==> config.mk <==
export PLATFORM = sky130hd
export DESIGN_NAME = arc_front
export DESIGN_NICKNAME = d
export VERILOG_FILES = /design/src/arc_pkg.sv /design/src/arc_front.sv
export SDC_FILE = /design/constraint.sdc
export NUM_CORES = 1
export LEC_CHECK = 0
export BUFFER_PORTS_ARGS = -buffer_cell sky130_fd_sc_hd__buf_2
export CORE_UTILIZATION = 52
export CTS_CLUSTER_DIAMETER = 60
export DETAILED_ROUTE_END_ITERATION = 16
export PLACE_DENSITY = 0.79
export SYNTH_ARGS = -nofsm -noshare
export SYNTH_HDL_FRONTEND = slang
export SYNTH_SLANG_ARGS = --single-unit
==> constraint.sdc <==
create_clock -name clk_i -period 6.5 [get_ports clk_i]
set_clock_uncertainty 0.15 [all_clocks]
set_input_delay 0.65 -clock clk_i [delete_from_list [all_inputs] [get_ports clk_i]]
set_output_delay 0.65 -clock clk_i [all_outputs]
set_load 0.01 [all_outputs]
==> src/arc_pkg.sv <==
package arc_pkg;

  // Table size and significant address bits.
  localparam int TABLE_ENTRIES = 64;
  localparam int ADDR_BITS     = 48;

  localparam int AddrW = 48;
  localparam int LenW  = 32;
  localparam int IdxW  = $clog2(TABLE_ENTRIES);
  localparam int CntW  = $clog2(TABLE_ENTRIES + 1);

  localparam logic [AddrW-1:0] AddrMask = (ADDR_BITS >= AddrW) ? {AddrW{1'b1}} :
                                          AddrW'((64'd1 << ADDR_BITS) - 64'd1);

  // Request types.
  localparam logic [1:0] REQ_INSERT = 2'd0;
  localparam logic [1:0] REQ_FREE   = 2'd1;
  localparam logic [1:0] REQ_REMOVE = 2'd2;
  localparam logic [1:0] REQ_CHECK  = 2'd3;

  // Status codes.
  localparam logic [2:0] STS_OK          = 3'd0;
  localparam logic [2:0] STS_NOT_FOUND   = 3'd1;
  localparam logic [2:0] STS_NOT_FIRST   = 3'd2;
  localparam logic [2:0] STS_DOUBLE_FREE = 3'd3;
  localparam logic [2:0] STS_OVERFLOW    = 3'd4;
  localparam logic [2:0] STS_FULL        = 3'd5;

  typedef struct packed {
    logic [1:0]       req_type;
    logic [AddrW-1:0] address;
    logic [LenW-1:0]  length;
  } req_t;

  typedef struct packed {
    logic [2:0]       status;
    logic [AddrW-1:0] found_base;
    logic [LenW-1:0]  found_length;
    logic             found_active;
  } rsp_t;

  // One stored region.
  typedef struct packed {
    logic             live;
    logic [LenW-1:0]  len;
    logic [AddrW-1:0] base;
  } entry_t;

endpackage

==> src/arc_front.sv <==
module arc_front (
  input  logic          clk_i,
  input  logic          rst_ni,
  input  logic          req_valid_i,
  output logic          req_ready_o,
  input  arc_pkg::req_t req_i,
  output logic          q_valid_o,
  input  logic          q_ready_i,
  output arc_pkg::req_t q_data_o
);

  arc_pkg::req_t slot_q [2];
  logic          wr_ptr_q, wr_ptr_d, rd_ptr_q, rd_ptr_d;
  logic [1:0]    cnt_q, cnt_d;
  logic          push, pop;
  arc_pkg::req_t in_masked;

  // Requests are masked to the significant address bits on the way in.
  always_comb begin
    in_masked         = req_i;
    in_masked.address = req_i.address & arc_pkg::AddrMask;
  end

  assign req_ready_o = (cnt_q != 2'd2);
  assign q_valid_o   = (cnt_q != 2'd0);
  assign q_data_o    = slot_q[rd_ptr_q];
  assign push        = req_valid_i && req_ready_o;
  assign pop         = q_valid_o && q_ready_i;

  // Two-entry queue pointers and fill count.
  always_comb begin
    wr_ptr_d = push ? ~wr_ptr_q : wr_ptr_q;
    rd_ptr_d = pop ? ~rd_ptr_q : rd_ptr_q;
    cnt_d    = cnt_q + 2'(push) - 2'(pop);
  end

  always_ff @(posedge clk_i or negedge rst_ni) begin
    if (!rst_ni) begin
      wr_ptr_q <= 1'b0;
      rd_ptr_q <= 1'b0;
      cnt_q    <= 2'd0;
    end else begin
      wr_ptr_q <= wr_ptr_d;
      rd_ptr_q <= rd_ptr_d;
      cnt_q    <= cnt_d;
    end
  end

  always_ff @(posedge clk_i) begin
    if (push) begin
      slot_q[wr_ptr_q] <= in_masked;
    end
  end

endmodule

==> impl_metrics.toml <==
[power_and_ir_drop]
power_mw = 3.66
power.density_nw_per_um2 = 458
ir_worst_vdd_mv = 0.312
p_leak_nw = 3.19

[global_routing]
grt_pass1_wl_um = 15600
grt_pass1_vias = 3221
antenna_found_initial = 0
grt_max_degree = 83
grt_use_total = 0.166
grt-ovfl-total = 0

[sta]
finalCritPeriodShare = 0.523
tns_ns = 0
final-setup-viol-count = 0
hold_slack_ns = 0.277
max_freq_mhz = 294
final.setup.worst_slack_ns = 3.10
grt_setup_unrepaired = "false"
slew_viol_final = 0
slew_headroom = 0.239
worst_pin_slew_ns = 1.14
fin_crit_ns = 3.40
finalHoldViolCount = 0

[cts]
clock_latency_ns = 0.41
cts_max_path_buffers = 2
ctsResizeCount = 0
cts_buffers = 17
cts-root-buf = "clkbuf_16"
clock_sinks = 168
cts.clk_slew.worst_paths_ns = 0.06
cts_hold_buffers = 1
cts_tree = "built"
htree_levels = 4
postCtsSetupBuffers = 0

[final_layout]
num_antenna_cells = 0
syn_to_final_growth_pct = 23.7
drive_gt1_frac = 0.608
layout_common_cells = "169 x buf_2, 164 x edfxtp_1, 70 x mux2_4"
finish.utilization = 0.663
layout.nets = 542
final_common_cell = "buf_2"
n_fill_cell = 821

[critical_path]
cp_slowest_stage_delay_ns = 0.80
cp_slowest_cell = "buf_4"
end_kind = "output pin"
worstPathRequired_ns = 5.70
critPathKind = "reg -> out"
critPathBufInv = 2
arrival_ns = 2.60
worst_setup_path_start_kind = "flop"
crit_chain = "buf_4 > mux2_2 > buf_2"
critPathMaxFanout = 53
critical_path.top_delay_family = "buffers and inverters"

[yosys]
syn-cell-area_sq_um = 6460
ys_warn_count = 0
avgSynthCellArea_sq_um = 23.8
syn_inst = 272
synth-seq-cells = 168
syn_nets = 360
synth-seq-area-share = 0.777
yosysUniqueCellTypes = 17
synth_area_leaders = "edfxtp_1 76%, mux2_4 16%, buf_12 2.2%"
synth_top_area_share = 0.762
yosys.area.top_type = "edfxtp_1"

[floorplan]
num_io_pins = 170
core-area_sq_um = 12100
start_util = 0.536
dieWidth_um = 113
dieArea_sq_um = 12900
num_rows = 40
die_h_um = 113

[drt]
drc = 0
drt_pre_antenna_iters = 4
drtAntennaViolNets = 0
wl_met3_um = 687
wl_um = 10400
dr_wl_met2_um = 5290
wire_per_inst_um = 16.3
drt-initial-drc-count = 158
viasPerCell = 4.84
vias = 3072
topRoutingLayerUsed = "met4"
met1Wirelength_um = 4230

[placement]
place.gp.congestion = 0.694
place_ws_ns = 3.49
io_buffers = 169

[status]
status = "completed"

[job]
maxCapViolCount = 0

[min_path]
hold_class = "in -> reg"
[per-layer routing]
metal,up-vias,GRT usage
li1,1441,-
met3,14,0.0553
met1,1490,0.189
met5,-,0
met2,127,0.281
met4,0,0.0798
[sequential cells by signal (all words and copies together), names as in the netlist]
register / count
slot_q: 164
cnt_q: 2
wr_ptr_q: 1
rd_ptr_q: 1
[cells by family (layout without fill, tap and decap cells)]
family | count (synthesis) | after routing | share of synthesized area
flops | 168 | 168 | 0.777
mux | 82 | 82 | 0.184
buf+inv | 10 | 205 | 0.0248
simple gates | 6 | 6 | 0.00503
xor+xnor | 4 | 4 | 0.00542
fa+ha+maj | 2 | 2 | 0.00387
[synth_stat cells (all sizes together)]
| master | n |
|---|---|
| edfxtp | 164 |
| mux2 | 82 |
| buf | 9 |
| dfrtp | 4 |
| xnor2 | 3 |
| ha | 2 |
| and2 | 1 |
| and3 | 1 |
| inv | 1 |
| nand2 | 1 |
| nand2b | 1 |
| nor2 | 1 |
| or2 | 1 |
| xor2 | 1 |
[worst paths after layout]
path,start,to,slack [ns],cells after the start
min in group asynchronous,rst_ni,wr_ptr_q$_DFFE_PN0N_,0.44,2
max in group asynchronous,rst_ni,rd_ptr_q$_DFFE_PN0P_,5.62,2
max reg2reg,cnt_q[1]$_DFF_PN0_,slot_q[0][61]$_DFFE_PP_,3.80,4
max,rd_ptr_q$_DFFE_PN0P_,q_data_o[0],3.10,3
min reg2reg,cnt_q[0]$_DFF_PN0_,cnt_q[0]$_DFF_PN0_,0.38,1
min,req_i[77],slot_q[1][77]$_DFFE_PP_,0.28,1
[worst reg2reg max path, delay by kind of cell (launching register included)]
kind | cells | cell delay, ns
buffers and inverters | 1 | 0.65
flip-flops | 1 | 0.41
AND/OR/NAND/NOR | 3 | 1.07
[where the power goes]
part / internal, mW / switching [mW]
sequential: 1.49 / 0.109
clock: 0.606 / 0.368
combinational: 0.570 / 0.520
[area by class of cell]
| class | count | area, sq um | area share |
|---|---|---|---|
| clock buffers | 25 | 495 | 0.0620 |
| clock inverters | 7 | 92.6 | 0.0116 |
| inverters | 1 | 3.75 | 0.000470 |
| multi-input cells | 94 | 1290 | 0.162 |
| flip-flops and latches | 168 | 5030 | 0.629 |
| well taps | 168 | 210 | 0.0263 |
| repair buffers | 172 | 871 | 0.109 |
[per-stage QoR]
step	instances	instance area, sq um
6_report	635	7990
5_1_grt	635	7990
4_1_cts	635	7990
3_5_place_dp	602	7390
3_3_place_gp	602	7390
2_1_floorplan	272	6460
Power figures use the tool's default switching activity.
